`config.mk`:
```
export PLATFORM = sky130hd
export DESIGN_NAME = metp_front
export DESIGN_NICKNAME = d
export VERILOG_FILES = /design/src/rtl/core/metp_pkg.sv /design/src/rtl/core/metp_front.sv
export SDC_FILE = /design/constraint.sdc
export NUM_CORES = 2
export LEC_CHECK = 0
export BUFFER_PORTS_ARGS = -buffer_cell sky130_fd_sc_hd__buf_2
export CORE_UTILIZATION = 40
export DETAILED_ROUTE_END_ITERATION = 6
export REMOVE_ABC_BUFFERS = 1
export SYNTH_ARGS = -nofsm -noshare
export SYNTH_HDL_FRONTEND = slang
export SYNTH_SLANG_ARGS = --single-unit
```
`constraint.sdc`:
```
create_clock -name clk -period 8.52 [get_ports clk]
set_input_delay 0 -clock clk [delete_from_list [all_inputs] [get_ports clk]]
set_output_delay 0 -clock clk [all_outputs]
set_load 0.005 [all_outputs]
```
`src/rtl/core/metp_pkg.sv`:
```
// Shared types, constants and helpers of the Mandelbrot escape-time pixel unit.
package metp_pkg;

    localparam int IMAGE_SIZE_DEFAULT = 4096;
    localparam int FRAC_BITS_DEFAULT  = 26;

    localparam int IDX_W     = 12;
    localparam int WORD_W    = 32;
    localparam int ITER_W    = 16;
    localparam int LEVEL_W   = 17;
    localparam int COUNT_W   = 25;
    localparam int PRODUCT_W = 64;

    localparam logic [COUNT_W-1:0] COUNT_CAP = 25'd16777216;

    localparam int QUEUE_DEPTH = 2;

    localparam int ADDR_W    = 5;
    localparam int REG_IDX_W = 3;
    localparam int DATA_W    = 32;

    typedef enum logic [REG_IDX_W-1:0] {
        REG_RE_ORIGIN = 3'd0,
        REG_RE_STEP   = 3'd1,
        REG_IM_ORIGIN = 3'd2,
        REG_IM_STEP   = 3'd3,
        REG_MAX_ITER  = 3'd4
    } reg_index_t;

    localparam logic signed [WORD_W-1:0] RE_ORIGIN_RESET = -32'sd134217728;
    localparam logic signed [WORD_W-1:0] RE_STEP_RESET   = 32'sd65536;
    localparam logic signed [WORD_W-1:0] IM_ORIGIN_RESET = -32'sd67108864;
    localparam logic signed [WORD_W-1:0] IM_STEP_RESET   = 32'sd65536;
    localparam logic [ITER_W-1:0]        MAX_ITER_RESET  = 16'd256;

    localparam logic signed [PRODUCT_W-1:0] SAT_MAX = 64'sd2147483647;
    localparam logic signed [PRODUCT_W-1:0] SAT_MIN = -64'sd2147483648;

    typedef struct packed {
        logic signed [WORD_W-1:0] re_origin;
        logic signed [WORD_W-1:0] re_step;
        logic signed [WORD_W-1:0] im_origin;
        logic signed [WORD_W-1:0] im_step;
    } map_cfg_t;

    typedef struct packed {
        logic signed [WORD_W-1:0] c_re;
        logic signed [WORD_W-1:0] c_im;
        logic                     frame_start;
    } pixel_job_t;

    // Clamp a wide signed value to the signed 32-bit range.
    function automatic logic signed [WORD_W-1:0] sat_word(
        input logic signed [PRODUCT_W-1:0] v
    );
        logic signed [WORD_W-1:0] r;
        priority if (v > SAT_MAX)
        begin
            r = SAT_MAX[WORD_W-1:0];
        end
        else if (v < SAT_MIN)
        begin
            r = SAT_MIN[WORD_W-1:0];
        end
        else
        begin
            r = v[WORD_W-1:0];
        end
        return r;
    endfunction

endpackage

```
`src/rtl/core/metp_front.sv`:
```
// Front part: accepts a pixel, reduces its indices and maps them to the point c.
module metp_front #(
    parameter int IMAGE_SIZE = metp_pkg::IMAGE_SIZE_DEFAULT
) (
    input  logic                             clk,
    input  logic                             rst_n,
    input  logic                             push,
    output logic                             full,
    input  logic [metp_pkg::IDX_W-1:0]       pixel_col,
    input  logic [metp_pkg::IDX_W-1:0]       pixel_row,
    input  logic                             frame_start,
    input  metp_pkg::map_cfg_t               cfg,
    output logic                             job_wr,
    output metp_pkg::pixel_job_t             job_data,
    input  logic                             job_full
);

    localparam int IDX_W  = metp_pkg::IDX_W;
    localparam int MOD_W  = 32;
    localparam int PROD_W = IDX_W + 1 + metp_pkg::WORD_W;
    localparam int WIDE_W = metp_pkg::PRODUCT_W;

    // reciprocal of the image size, exact for every index that fits in IDX_W bits
    localparam int     SIZE_LOG    = $clog2(IMAGE_SIZE);
    localparam int     RECIP_SHIFT = IDX_W + SIZE_LOG;
    localparam int     RECIP_W     = IDX_W + 2;
    localparam int     QPROD_W     = IDX_W + RECIP_W;
    localparam longint RECIP_VAL   =
        ((longint'(1) << RECIP_SHIFT) + longint'(IMAGE_SIZE) - 1) / longint'(IMAGE_SIZE);

    localparam logic [QPROD_W-1:0] RECIP  = QPROD_W'(RECIP_VAL);
    localparam logic [MOD_W-1:0]   SIZE_C = MOD_W'(IMAGE_SIZE);

    typedef enum logic [4:0] {
        F_IDLE = 5'b00001,
        F_QUOT = 5'b00010,
        F_REM  = 5'b00100,
        F_MAP  = 5'b01000,
        F_SAT  = 5'b10000
    } front_state_t;

    front_state_t state_reg, state_next;

    logic [IDX_W-1:0]         col_reg, col_next;
    logic [IDX_W-1:0]         row_reg, row_next;
    logic                     frame_reg, frame_next;
    logic [IDX_W-1:0]         col_q_reg, col_q_next;
    logic [IDX_W-1:0]         row_q_reg, row_q_next;
    logic signed [PROD_W-1:0] prod_re_reg, prod_re_next;
    logic signed [PROD_W-1:0] prod_im_reg, prod_im_next;

    logic signed [WIDE_W-1:0] sum_re;
    logic signed [WIDE_W-1:0] sum_im;
    logic [QPROD_W-1:0]       col_qprod;
    logic [QPROD_W-1:0]       row_qprod;
    logic [MOD_W-1:0]         col_back;
    logic [MOD_W-1:0]         row_back;

    assign full = (state_reg != F_IDLE);

    assign col_qprod = QPROD_W'(col_reg) * RECIP;
    assign row_qprod = QPROD_W'(row_reg) * RECIP;
    assign col_back  = MOD_W'(col_q_reg) * SIZE_C;
    assign row_back  = MOD_W'(row_q_reg) * SIZE_C;

    assign sum_re = WIDE_W'(cfg.re_origin) + WIDE_W'(prod_re_reg);
    assign sum_im = WIDE_W'(cfg.im_origin) + WIDE_W'(prod_im_reg);

    assign job_data.c_re        = metp_pkg::sat_word(sum_re);
    assign job_data.c_im        = metp_pkg::sat_word(sum_im);
    assign job_data.frame_start = frame_reg;

    always_comb
    begin
        state_next   = state_reg;
        col_next     = col_reg;
        row_next     = row_reg;
        frame_next   = frame_reg;
        col_q_next   = col_q_reg;
        row_q_next   = row_q_reg;
        prod_re_next = prod_re_reg;
        prod_im_next = prod_im_reg;
        job_wr       = 1'b0;
        unique case (state_reg)
            F_IDLE:
            begin
                if (push)
                begin
                    col_next   = pixel_col;
                    row_next   = pixel_row;
                    frame_next = frame_start;
                    state_next = F_QUOT;
                end
            end
            F_QUOT:
            begin
                // quotient by the image size through its reciprocal
                col_q_next = IDX_W'(col_qprod >> RECIP_SHIFT);
                row_q_next = IDX_W'(row_qprod >> RECIP_SHIFT);
                state_next = F_REM;
            end
            F_REM:
            begin
                col_next   = col_reg - col_back[IDX_W-1:0];
                row_next   = row_reg - row_back[IDX_W-1:0];
                state_next = F_MAP;
            end
            F_MAP:
            begin
                prod_re_next = PROD_W'($signed({1'b0, col_reg})) * PROD_W'(cfg.re_step);
                prod_im_next = PROD_W'($signed({1'b0, row_reg})) * PROD_W'(cfg.im_step);
                state_next   = F_SAT;
            end
            F_SAT:
            begin
                // hold the job until the queue has room
                if (!job_full)
                begin
                    job_wr     = 1'b1;
                    state_next = F_IDLE;
                end
            end
            default:
            begin
                state_next = F_IDLE;
            end
        endcase
    end

    always_ff @(posedge clk or negedge rst_n)
    begin
        if (!rst_n)
        begin
            state_reg <= F_IDLE;
        end
        else
        begin
            state_reg <= state_next;
        end
    end

    always_ff @(posedge clk)
    begin
        col_reg     <= col_next;
        row_reg     <= row_next;
        frame_reg   <= frame_next;
        col_q_reg   <= col_q_next;
        row_q_reg   <= row_q_next;
        prod_re_reg <= prod_re_next;
        prod_im_reg <= prod_im_next;
    end

endmodule

```
==> results_dict.tcl <==
set metrics [dict create \
    number_of_antenna_violations_at_the_first_check_in_global_routing 12 \
    residual_antenna_violating_net_count_after_detailed_routing 0 \
    synthTopCellsByArea "sky130_fd_sc_hd__fa_1 (38%), sky130_fd_sc_hd__ha_1 (10%), sky130_fd_sc_hd__inv_1 (9.7%)" \
    fin_worst_hold_slack_ns 0.05283 \
    cts.repair_timing.setup_buffer_count 0 \
    clkLatencyLatePin_ns 0.49 \
    failed_checks "design-rule violations" \
    outcome "complete, but fails checks" \
    post_layout_nonfiller_instances 5441 \
    number_of_flops_mapped_to_enable_cells_by_yosys 115 \
    grt-ovfl-total 0 \
    netlist_area_um2 35950 \
    proportion_of_layout_cells_with_a_drive_suffix_above_1 0.07303 \
    viasPerCell 5.128 \
    dpl.hpwl_um 80420 \
    synth_top_area_frac 0.3776 \
    portBuffers 223 \
    clock_sinks 120 \
    cp_common_cell "sky130_fd_sc_hd__fa_1" \
    synth_cell_types 80 \
    endpoint_kind "register" \
    min_period_ns 7.252 \
    initial_core_util 0.4055 \
    register_area_um2 3580 \
    async_reset_ff_frac 0.04167 \
    tritoncts "done" \
    io_pins 224 \
    multi_input_area_um2 28230 \
    worst_setup_path_start_kind "register" \
    arrival_ns 7.50 \
    hold_path.class "in -> reg" \
    final-max-slew-violation-count 0 \
    postRouteWirelength_um 96150 \
    design_area_um2 39030 \
    placement_rows 109 \
    wire_length_of_the_first_global_routing_pass_um 156700 \
    die-area_um2 91070 \
    worstPathRequired_ns 8.76 \
    setup_viol 0 \
    max_clock_freq_mhz 137.9 \
    drtIter0Drc 1587 \
    layout_worst_path_cycle_share 0.8511 \
    vias 27900 \
    worst_setup_hold_path_clk_slew_ns 0.07 \
    path_cells "buf_4 > nand2_1 > fa_1 > inv_1 > fa_1 > fa_1 > fa_1 > inv_1 > fa_1 > inv_1 > ha_1 > nand2_1 > nor2_1 > a41oi_1 > o21ai_0 > a221o_1 > o41ai_1 > o31ai_1 > or4_1 > a31o_2 > a21oi_1 > xnor2_1" \
    ys_warn_count 0 \
    hold_viol_final 0 \
    clockRootBuffer "sky130_fd_sc_hd__clkbuf_16" \
    grt_max_degree 66 \
    syn-instance-count 4132 \
    postPlaceCellArea_um2 38100 \
    fp.dieW_um 301.8 \
    place_inst 5375 \
    fin_setup_tns_ns 0 \
    worst-slew-pin-transition_ns 1.143 \
    detail_route.wl_per_cell_um 17.67 \
    clock_tree.htree_level_count 4 \
    first_global_vias 28780 \
    area_delta_synth_final_pct 8.570 \
    seq_area_frac_synth 0.09959 \
    remaining_drc_errors 41 \
    timing.critical_path.slowest_cell_delay_ns 0.80 \
    synth_ff_type "sky130_fd_sc_hd__edfxtp_1" \
    critical_path.n_buffers_inverters 4 \
    nNetsFinal 5382 \
    firstDrtPassIters 7 \
    worst_clock_skew_ns 0.01310 \
    routability_congestion_estimate 0.9037 \
    crit_type "reg -> reg" \
    critical_path.top_delay_family "adder cells" \
    critical_path_peak_fanout 18 \
    fillerInstances 8858 \
    critPathSlowestCell "sky130_fd_sc_hd__edfxtp_1" \
    max_slew_margin 0.2363 \
    max_cap_violations 0 \
    postSynthAreaPerCell_um2 8.699 \
    synth_top_cell_by_area "sky130_fd_sc_hd__fa_1" \
    rsz0062_at_grt "false" \
    die_h_um 301.8 \
    timing.reg2reg.setup_slack_ns 1.27 \
    synth.ff_latch_count 120 \
    cts-root-to-sink-buffers 2 \
    overall_track_demand_over_capacity_in_global_routing 0.2201 \
    tritoncts.num_buffers 17 \
    core_region_area_um2 88650 \
]
-- cell usage after synthesis (25+ instances only) --
master                     instances
sky130_fd_sc_hd__clkbuf_1        169
sky130_fd_sc_hd__nor3_1           36
sky130_fd_sc_hd__nand2_1         525
sky130_fd_sc_hd__o21ai_1          33
sky130_fd_sc_hd__xor2_1           56
sky130_fd_sc_hd__a21o_1           75
sky130_fd_sc_hd__edfxtp_1        115
sky130_fd_sc_hd__o21ai_0         122
sky130_fd_sc_hd__and2_1          353
sky130_fd_sc_hd__inv_1           927
sky130_fd_sc_hd__nor2_1          114
sky130_fd_sc_hd__a21oi_1         163
sky130_fd_sc_hd__fa_1            678
sky130_fd_sc_hd__nand3_1          33
sky130_fd_sc_hd__xnor2_1         101
sky130_fd_sc_hd__o211ai_1         25
sky130_fd_sc_hd__ha_1            288
sky130_fd_sc_hd__o21bai_1         25
-- final cells by class --
class,count,area share
Antenna cell,4,0.0002565
Clock buffer,17,0.01090
Clock inverter,15,0.004873
Inverter,927,0.08916
Multi-Input combinational cell,2908,0.7233
Sequential cell,120,0.09173
Tap cell,1165,0.03735
Timing Repair Buffer,285,0.04245
-- final timing paths --
check                             start               to  cells past startpoint
setup / recovery             row_reg[7]  prod_im_reg[43]                     22
hold / removal                   cfg[0]   prod_im_reg[0]                      2
setup reg to reg             row_reg[7]  prod_im_reg[43]                     22
hold reg to reg            state_reg[1]     state_reg[3]                      1
max in group asynchronous         rst_n     state_reg[2]                      4
min in group asynchronous         rst_n     state_reg[0]                      3
-- metrics by stage --
stage	utilization	setup WS (ns)
floorplan	-	1.955
global placement	0.4298	1.396
detailed placement	0.4298	1.297
CTS	0.4401	1.268
global route	0.4402	0.9148
finish	0.4402	1.268
-- worst reg2reg max path, delay by kind of cell, from the launching register on --
| kind | cells | cell delay [ns] |
|---|---|---|
| fa+ha+maj | 6 | 2.83 |
| xor+xnor | 1 | 0.08 |
| simple gates | 4 | 0.81 |
| compound gates | 7 | 2.00 |
| flops | 1 | 0.80 |
| buf+inv | 4 | 0.52 |
-- placed cells by master (no fill, tap or decap), types with 30 or more instances in the layout --
cell	netlist	layout
sky130_fd_sc_hd__a21o_1	75	75
sky130_fd_sc_hd__a21oi_1	163	163
sky130_fd_sc_hd__and2_1	353	353
sky130_fd_sc_hd__buf_2	4	223
sky130_fd_sc_hd__buf_4	1	32
sky130_fd_sc_hd__dlygate4sd3_1	0	30
sky130_fd_sc_hd__edfxtp_1	115	115
sky130_fd_sc_hd__fa_1	678	678
sky130_fd_sc_hd__ha_1	288	288
sky130_fd_sc_hd__inv_1	927	927
sky130_fd_sc_hd__nand2_1	525	525
sky130_fd_sc_hd__nand3_1	33	33
sky130_fd_sc_hd__nor2_1	114	113
sky130_fd_sc_hd__nor3_1	36	36
sky130_fd_sc_hd__o21ai_0	122	122
sky130_fd_sc_hd__o21ai_1	33	33
sky130_fd_sc_hd__xnor2_1	101	101
sky130_fd_sc_hd__xor2_1	56	56
-- repair_timing --
action | CTS | global route
gates resized for setup | 0 | 0
hold buffers | 30 | 0
endpoints found under the setup margin | 0 | 0
hold endpoints to repair | 32 | 0
-- metal layers --
| layer | wire (um) | global-route usage | up-vias |
|---|---|---|---|
| li1 | - | - | 13030 |
| met1 | 44150 | 0.3031 | 14030 |
| met5 | 80 | 0 | - |
| met4 | 2246 | 0.06217 | 12 |
| met3 | 4763 | 0.02751 | 114 |
| met2 | 44910 | 0.3640 | 713 |
-- logic make-up (layout without fill, tap and decap cells) --
| family | count (synthesis) | in the layout | share of synthesized area |
|---|---|---|---|
| buffers and inverters | 1104 | 1244 | 0.1162 |
| adders and majority gates | 966 | 966 | 0.4778 |
| muxes | 3 | 3 | 0.0008354 |
| DFF | 120 | 120 | 0.09959 |
| other | 0 | 4 | 0 |
| and+or+nand+nor | 1187 | 1187 | 0.1611 |
| AOI/OAI and AO/OA | 595 | 595 | 0.1062 |
| xor gates and xnor gates | 157 | 157 | 0.03825 |
Power is left out: the tool's default activity adds up to more than one toggle a clock period on the data nets, which glitch-free logic cannot reach.
