File: src/rtl/core/metp_pkg.sv
// Shared types, constants and helpers of the Mandelbrot escape-time pixel unit.
package metp_pkg;

    localparam int IMAGE_SIZE_DEFAULT = 4096;
    localparam int FRAC_BITS_DEFAULT  = 26;

    localparam int IDX_W     = 12;
    localparam int WORD_W    = 32;
    localparam int ITER_W    = 16;
    localparam int LEVEL_W   = 17;
    localparam int COUNT_W   = 25;
    localparam int PRODUCT_W = 64;

    localparam logic [COUNT_W-1:0] COUNT_CAP = 25'd16777216;

    localparam int QUEUE_DEPTH = 2;

    localparam int ADDR_W    = 5;
    localparam int REG_IDX_W = 3;
    localparam int DATA_W    = 32;

    typedef enum logic [REG_IDX_W-1:0] {
        REG_RE_ORIGIN = 3'd0,
        REG_RE_STEP   = 3'd1,
        REG_IM_ORIGIN = 3'd2,
        REG_IM_STEP   = 3'd3,
        REG_MAX_ITER  = 3'd4
    } reg_index_t;

    localparam logic signed [WORD_W-1:0] RE_ORIGIN_RESET = -32'sd134217728;
    localparam logic signed [WORD_W-1:0] RE_STEP_RESET   = 32'sd65536;
    localparam logic signed [WORD_W-1:0] IM_ORIGIN_RESET = -32'sd67108864;
    localparam logic signed [WORD_W-1:0] IM_STEP_RESET   = 32'sd65536;
    localparam logic [ITER_W-1:0]        MAX_ITER_RESET  = 16'd256;

    localparam logic signed [PRODUCT_W-1:0] SAT_MAX = 64'sd2147483647;
    localparam logic signed [PRODUCT_W-1:0] SAT_MIN = -64'sd2147483648;

    typedef struct packed {
        logic signed [WORD_W-1:0] re_origin;
        logic signed [WORD_W-1:0] re_step;
        logic signed [WORD_W-1:0] im_origin;
        logic signed [WORD_W-1:0] im_step;
    } map_cfg_t;

    typedef struct packed {
        logic signed [WORD_W-1:0] c_re;
        logic signed [WORD_W-1:0] c_im;
        logic                     frame_start;
    } pixel_job_t;

    // Clamp a wide signed value to the signed 32-bit range.
    function automatic logic signed [WORD_W-1:0] sat_word(
        input logic signed [PRODUCT_W-1:0] v
    );
        logic signed [WORD_W-1:0] r;
        priority if (v > SAT_MAX)
        begin
            r = SAT_MAX[WORD_W-1:0];
        end
        else if (v < SAT_MIN)
        begin
            r = SAT_MIN[WORD_W-1:0];
        end
        else
        begin
            r = v[WORD_W-1:0];
        end
        return r;
    endfunction

endpackage

File: src/rtl/core/metp_queue.sv
// Short job queue between the front and the back part.
module metp_queue (
    input  logic                 clk,
    input  logic                 rst_n,
    input  logic                 wr_en,
    input  metp_pkg::pixel_job_t wr_data,
    output logic                 full,
    input  logic                 rd_en,
    output metp_pkg::pixel_job_t rd_data,
    output logic                 empty
);

    localparam int DEPTH = metp_pkg::QUEUE_DEPTH;
    localparam int PTR_W = (DEPTH > 1) ? $clog2(DEPTH) : 1;
    localparam int CNT_W = $clog2(DEPTH + 1);

    localparam logic [PTR_W-1:0] PTR_LAST = PTR_W'(DEPTH - 1);
    localparam logic [CNT_W-1:0] CNT_FULL = CNT_W'(DEPTH);

    metp_pkg::pixel_job_t mem [DEPTH];

    logic [PTR_W-1:0] wr_ptr_reg, wr_ptr_next;
    logic [PTR_W-1:0] rd_ptr_reg, rd_ptr_next;
    logic [CNT_W-1:0] cnt_reg, cnt_next;

    assign full    = (cnt_reg == CNT_FULL);
    assign empty   = (cnt_reg == '0);
    assign rd_data = mem[rd_ptr_reg];

    always_comb
    begin
        wr_ptr_next = wr_ptr_reg;
        rd_ptr_next = rd_ptr_reg;
        cnt_next    = cnt_reg;
        if (wr_en)
        begin
            wr_ptr_next = (wr_ptr_reg == PTR_LAST) ? '0 : wr_ptr_reg + PTR_W'(1);
        end
        if (rd_en)
        begin
            rd_ptr_next = (rd_ptr_reg == PTR_LAST) ? '0 : rd_ptr_reg + PTR_W'(1);
        end
        priority if (wr_en && !rd_en)
        begin
            cnt_next = cnt_reg + CNT_W'(1);
        end
        else if (rd_en && !wr_en)
        begin
            cnt_next = cnt_reg - CNT_W'(1);
        end
        else
        begin
            cnt_next = cnt_reg;
        end
    end

    always_ff @(posedge clk or negedge rst_n)
    begin
        if (!rst_n)
        begin
            wr_ptr_reg <= '0;
            rd_ptr_reg <= '0;
            cnt_reg    <= '0;
        end
        else
        begin
            wr_ptr_reg <= wr_ptr_next;
            rd_ptr_reg <= rd_ptr_next;
            cnt_reg    <= cnt_next;
        end
    end

    always_ff @(posedge clk)
    begin
        if (wr_en)
        begin
            mem[wr_ptr_reg] <= wr_data;
        end
    end

`ifndef SYNTHESIS
    a_no_write_when_full: assert property (@(posedge clk) disable iff (!rst_n)
        wr_en |-> !full)
        else $error("job queue written while full");

    a_no_read_when_empty: assert property (@(posedge clk) disable iff (!rst_n)
        rd_en |-> !empty)
        else $error("job queue read while empty");
`endif

endmodule

File: config.mk
export PLATFORM = sky130hd
export DESIGN_NAME = metp_queue
export DESIGN_NICKNAME = d
export VERILOG_FILES = /design/src/rtl/core/metp_pkg.sv /design/src/rtl/core/metp_queue.sv
export SDC_FILE = /design/constraint.sdc
export NUM_CORES = 1
export LEC_CHECK = 0
export ABC_AREA = 1
export BUFFER_PORTS_ARGS = -buffer_cell sky130_fd_sc_hd__buf_2
export CAP_MARGIN = 20
export CORE_UTILIZATION = 34
export CTS_CLUSTER_DIAMETER = 40
export DETAILED_ROUTE_END_ITERATION = 6
export GPL_TIMING_DRIVEN = 0
export PLACE_DENSITY_LB_ADDON = 0.3
export SLEW_MARGIN = 20
export SYNTH_ARGS = -nofsm -noshare
export SYNTH_HDL_FRONTEND = slang
export SYNTH_SLANG_ARGS = --single-unit
File: constraint.sdc
create_clock -name clk -period 10.1 [get_ports clk]
set_clock_uncertainty 0.1 [all_clocks]
set_input_delay 0.505 -clock clk [delete_from_list [all_inputs] [get_ports clk]]
set_output_delay 0.505 -clock clk [all_outputs]
set_load 0.01 [all_outputs]
==> results_dict.tcl, run 1 <==
set metrics [dict create \
    status "complete, no violations" \
    layout-drive-gt1-share_pct 59.3 \
    finalSetupTns_ns 0 \
    worst_slew_pin_slew_ns 0.635 \
    synth.area.top_cells "edfxtp_1 77%, mux2_4 12%, mux2_2 5.6%" \
    p_comb_share_pct 30.2 \
    die-width_um 124 \
    syn_nets 297 \
    cts_tree "yes" \
    globalRouteOverflowTotal 0 \
    seq_area_mm2 0.00400 \
    grt_pass1_wl_mm 13.0 \
    vdd_drop_max_uv 121 \
    sequentialPowerShare_pct 41.2 \
    via_count 2576 \
    die_area_mm2 0.0154 \
    finalWeightedCongestion 0.702 \
    fmax_mhz 445 \
    period_share_pct 22.3 \
    crit_type "flop to primary output" \
    setup_viol 0 \
    use_met2_pct 18.7 \
    ant_nets 0 \
    ys_seq_area_share_pct 79.1 \
    dieHeight_um 124 \
    io_pins 136 \
    use_met1_pct 13.7 \
    ctsHoldBuffers 1 \
    hold_viol_final 0 \
    critPathMaxFanout 10 \
    cp.required_ns 9.50 \
    multi_input_area_um2 970 \
    largest_reg_flops 130 \
    synth_seq_cells 134 \
    ys_warn_count 0 \
    p_leak_nw 2.62 \
    synth_area_leader_cell "edfxtp_1" \
    drt-vias-per-instance 4.42 \
    cp-start-kind "flop" \
    max_cap_violations 0 \
    cts_sinks 134 \
    crit_arrival_ns 1.64 \
    area_delta_synth_final_pct 29.8 \
    synth_cell_types 14 \
    syn_inst 227 \
    p_int_mw 1.35 \
    critPathCaptureType "primary output" \
    hold_class "input port to flop" \
    path_clk_slew_ns 0.05 \
    cts_resized 0 \
    clk_latency_ns 0.41 \
    power_mw 1.86 \
    netSwitchingFraction_pct 27.5 \
    cts_made_buffers 17 \
    switching_power_uw 512 \
    p_clk_share_pct 28.6 \
    slew_headroom_pct 57.6 \
    num-fill-cells 1317 \
    routed_wl_mm 8.73 \
    wire_per_inst_um 15.0 \
    busiest_layer "met2" \
    drc 0 \
    synth_top_area_share_pct 77.2 \
    coreArea_mm2 0.0145 \
    grt_max_degree 48 \
    clk_path_buf_depth 2 \
    io_buffers 135 \
    cts-root-buf "clkbuf_16" \
    postCtsSetupBuffers 0 \
    grt_pass1_vias 2576 \
    antenna_found_initial 1 \
    grtUsageTotal_pct 12.1 \
    place_ws_ns 7.94 \
    cts_max_level 4 \
    start_util_pct 34.8 \
    period_needed_ns 2.25 \
    power.density_mw_per_mm2 283 \
    num_rows 44 \
    dp_hpwl_mm 5.73 \
    synth_area_per_cell_um2 22.3 \
    met3_usage_pct 6.09 \
    drtIter0Drc 93 \
    drv_slew 0 \
    finalNetCount 455 \
    syn_area_mm2 0.00506 \
    worst_slack_ns 7.85 \
    rsz0062_at_grt "false" \
    drt_pass1_iterations 4 \
]
[worst max-delay path, stage by stage, from the launching register on]
cell and delay (ns):
dfrtp_1 0.37, buf_6 0.19, buf_6 0.20, mux2_4 0.32, buf_2 0.14
[placed cells by master (no fill, tap or decap), types with 4 or more instances in the layout]
master / instances
buf_2: 137
edfxtp_1: 130
mux2_4: 40
mux2_2: 25
clkbuf_16: 17
clkbuf_1: 8
inv_1: 6
buf_6: 5
nand2_1: 5
clkinv_2: 4
dfrtp_1: 4
[through the flow]
stage | util [%] | cell area, µm² | std cells | hold slack, ns
2_1_floorplan | - | 5060 | 227 | 0.109
3_3_place_gp | 41.0 | 5960 | 546 | 0.213
3_5_place_dp | 41.6 | 6040 | 549 | 0.215
4_1_cts | 45.2 | 6560 | 582 | 0.158
5_1_grt | 45.2 | 6560 | 582 | 0.151
6_report | 45.2 | 6570 | 583 | 0.177
[cells in the mapped netlist]
cell type and count:
edfxtp_1 130, mux2_4 40, mux2_2 25, inv_1 7, buf_6 5, nand2_1 5
dfrtp_1 4, nor2_1 3, buf_2 2, xor2_1 2, ha_1 1, nand3_1 1
nand4_1 1, xnor2_1 1
[cell families (layout without fill, tap and decap cells)]
kind of cell,Yosys count,after routing,synth area share (%)
simple gates,10,10,0.816
xor+xnor,3,3,0.520
mux,65,65,17.4
buf+inv,14,185,1.83
flops,134,134,79.1
other cells,0,1,0
fa+ha+maj,1,1,0.247
[power groups by stage]
stage                     Clock (mW)  Combinational (mW)  Sequential, mW
after global routing           0.572               0.611           0.777
after floorplan                    0               0.373           0.779
after detailed placement           0               0.575           0.780
final                          0.532               0.561           0.767
after CTS                      0.551               0.577           0.769
after global placement             0               0.552           0.788
[final timing paths]
path / startpoint / to / slack, ns / cells past startpoint
max: rd_ptr_reg$_DFFE_PN0P_ / rd_data[28] / 7.85 / 4
min: wr_data[34] / mem[1][34]$_DFFE_PP_ / 0.18 / 1
max reg2reg: wr_ptr_reg$_DFFE_PN0P_ / mem[0][16]$_DFFE_PP_ / 8.25 / 3
min reg2reg: cnt_reg[1]$_DFFE_PN0P_ / cnt_reg[1]$_DFFE_PN0P_ / 0.41 / 2
max in group asynchronous: rst_n / cnt_reg[0]$_DFFE_PN0P_ / 9.46 / 2
min in group asynchronous: rst_n / cnt_reg[1]$_DFFE_PN0P_ / 0.32 / 2
[per-layer routing]
metal  share of wire, %  up-vias
met2                 49       94
met4                1.6        0
met5                  0        -
met3                7.9       12
met1                 42     1263
li1                   -     1207
[area by class of cell]
class	count	share of cell area, %
Sequential cell	134	61.0
Multi-Input combinational cell	79	14.8
Timing Repair Buffer	139	11.5
Clock buffer	27	7.36
Tap cell	184	3.51
Buffer	7	1.01
Inverter	7	0.438
Clock inverter	5	0.419
Antenna cell	1	0.0381
No activity file was read; power rests on OpenSTA's default activity.
==> inputs of run 2 (changes only) <==
Settings changed: ABC_AREA 1 to 0.
Clock period 10.1 ns to 1.96 ns, I/O delays scaled along.
==> run 2 against run 1 <==
Clock power grew to 5.8 times the previous value. Cell count is 9.9% higher. Routed wire length is 2.3% higher. Sequential power grew to 5.2 times the previous value. Flip-flop and latch count stayed put. Final area is 11% higher. Critical path type unchanged. Critical endpoint is now rd_data[47]. Largest power group unchanged.
==> results_dict.tcl, run 2 <==
set metrics [dict create \
    crit_arrival_ns 1.62 \
    async_flop_share_pct 2.99 \
    cts_sinks 134 \
    ys_warn_count 0 \
    final_cell_mix "137 x buf_2, 130 x edfxtp_1, 69 x dlygate4sd3_1, 40 x mux2_4, 25 x mux2_2" \
    hold_viol_final 0 \
    synth_seq_cells 134 \
    syn_area_mm2 0.00504 \
    crit_slowest_cell "dfrtp_1" \
    drt-vias-per-instance 4.30 \
    crit_chain "buf_6 -> buf_6 -> mux2_4 -> buf_2" \
    power.density_mw_per_mm2 1370 \
    syn_inst 218 \
    via_count 2757 \
    synth_edf_count 130 \
    die-width_um 124 \
    worst_slew_pin_slew_ns 0.669 \
    p_leak_nw 2.91 \
    vdd_drop_max_uv 723 \
    antennaDiodeCount 0 \
    io_buffers 135 \
    dieHeight_um 124 \
    design_area_mm2 0.00729 \
    critPathMaxFanout 10 \
    period_share_pct 92.9 \
    postCtsSetupBuffers 0 \
    coreArea_mm2 0.0145 \
    slew_headroom_pct 55.3 \
    ant_nets 0 \
    synthTopCellsByCount "130 x edfxtp_1, 40 x mux2_4, 25 x mux2_2" \
    cp.required_ns 1.76 \
    dp_hpwl_mm 5.51 \
    hold_class "input port to flop" \
    antenna_found_initial 0 \
    finalWeightedCongestion 0.712 \
    clk_latency_ns 0.40 \
    layout-drive-gt1-share_pct 52.1 \
    final_common_cell "buf_2" \
    grt_pass1_wl_mm 13.5 \
    setup_viol 0 \
    synth_top_area_share_pct 77.5 \
    num_rows 44 \
    seq_area_mm2 0.00400 \
    routed_wl_mm 8.93 \
    rsz0062_at_grt "false" \
    syn_nets 288 \
    multi_input_area_um2 975 \
    clk_path_buf_depth 2 \
    start_util_pct 34.8 \
    cts_tree "yes" \
    ys_seq_area_share_pct 79.5 \
    cts_resized 0 \
    num-fill-cells 1236 \
    synth.area.top_cells "edfxtp_1 77%, mux2_4 12%, mux2_2 5.6%" \
    dpl.cell_count 540 \
    synth_area_leader_cell "edfxtp_1" \
    cp_num_buf_inv 3 \
    cts_made_buffers 17 \
    stdcell_count 641 \
    grt_max_degree 35 \
    grt_pass1_vias 2775 \
    area_delta_synth_final_pct 44.6 \
    io_pins 136 \
    synth_ff_type "edfxtp_1" \
    worst_slack_ns 0.139 \
    fin_util_pct 50.3 \
    cp_slowest_stage_delay_ns 0.37 \
    die_area_mm2 0.0153 \
    drc 0 \
    synth_area_per_cell_um2 23.1 \
    globalRouteOverflowTotal 0 \
    cpMostUsedCell "buf_6" \
    period_needed_ns 1.82 \
    cts_max_level 4 \
    drtIter0Drc 97 \
    cp-start-kind "flop" \
    finalNetCount 514 \
    postPlaceCellArea_mm2 0.00602 \
    max_cap_violations 0 \
    path_delay_family "buffers and inverters" \
    synth_cell_types 13 \
    yosysMostFrequentCell "edfxtp_1" \
    drv_slew 0 \
    critPathCaptureType "primary output" \
    grtUsageTotal_pct 12.4 \
    finalSetupTns_ns 0 \
    fmax_mhz 549 \
    largest_reg_flops 130 \
    drt_pass1_iterations 3 \
    cts-root-buf "clkbuf_16" \
    ctsHoldBuffers 69 \
    place_ws_ns 0.256 \
    wire_per_inst_um 13.9 \
    path_clk_slew_ns 0.06 \
    status "complete, no violations" \
    crit_type "flop to primary output" \
]
run 2: layout make-up:
type	count	share of cell area (%)
Clock buffer	22	6.10
Clock inverter	10	1.79
Buffer	7	0.910
Sequential cell	134	54.9
Timing Repair Buffer	207	19.7
Inverter	1	0.0515
Multi-Input combinational cell	76	13.4
Tap cell	184	3.16
run 2: kinds of logic (layout without fill, tap and decap cells):
kind of cell,count (synthesis),in the layout,synth area share (%)
DFF,134,134,79.5
muxes,65,65,17.5
buffers and inverters,8,247,1.39
xor gates and xnor gates,5,5,0.869
and+or+nand+nor,5,5,0.522
adders and majority gates,1,1,0.248
run 2: metal layers:
layer / part of all wire [%] / up-vias / global-route usage, %
li1: - / 1311 / -
met1: 42 / 1345 / 14.0
met2: 51 / 88 / 20.3
met3: 5.2 / 13 / 4.03
met4: 1.9 / 0 / 7.45
met5: 0 / - / 0
run 2: worst paths after layout:
| kind | endpoint | cells after the start | startpoint | slack (ns) |
|---|---|---|---|---|
| max in group asynchronous | rd_ptr_reg$_DFFE_PN0P_ | 3 | rst_n | 1.08 |
| setup / recovery | rd_data[47] | 4 | rd_ptr_reg$_DFFE_PN0P_ | 0.14 |
| hold reg to reg | cnt_reg[1]$_DFFE_PN0P_ | 1 | cnt_reg[1]$_DFFE_PN0P_ | 0.42 |
| setup reg to reg | mem[0][54]$_DFFE_PP_ | 2 | wr_ptr_reg$_DFFE_PN0P_ | 0.28 |
| hold / removal | mem[0][37]$_DFFE_PP_ | 2 | wr_data[37] | 0.31 |
| min in group asynchronous | cnt_reg[1]$_DFFE_PN0P_ | 3 | rst_n | 0.49 |
run 2: stage by stage:
step                      hold WS [ns]  total power, mW
after floorplan                 -0.298             5.91
after detailed placement        -0.185             6.98
final                            0.312             10.0
after global placement          -0.194             6.85
after global routing             0.293             10.5
after CTS                        0.288             10.2
run 2: report_power, final:
part | switching [mW] | leakage [nW] | internal, mW
sequential | 0.150 | 1.27 | 3.81
combinational | 1.42 | 1.37 | 1.57
clock | 1.08 | 0.279 | 1.99
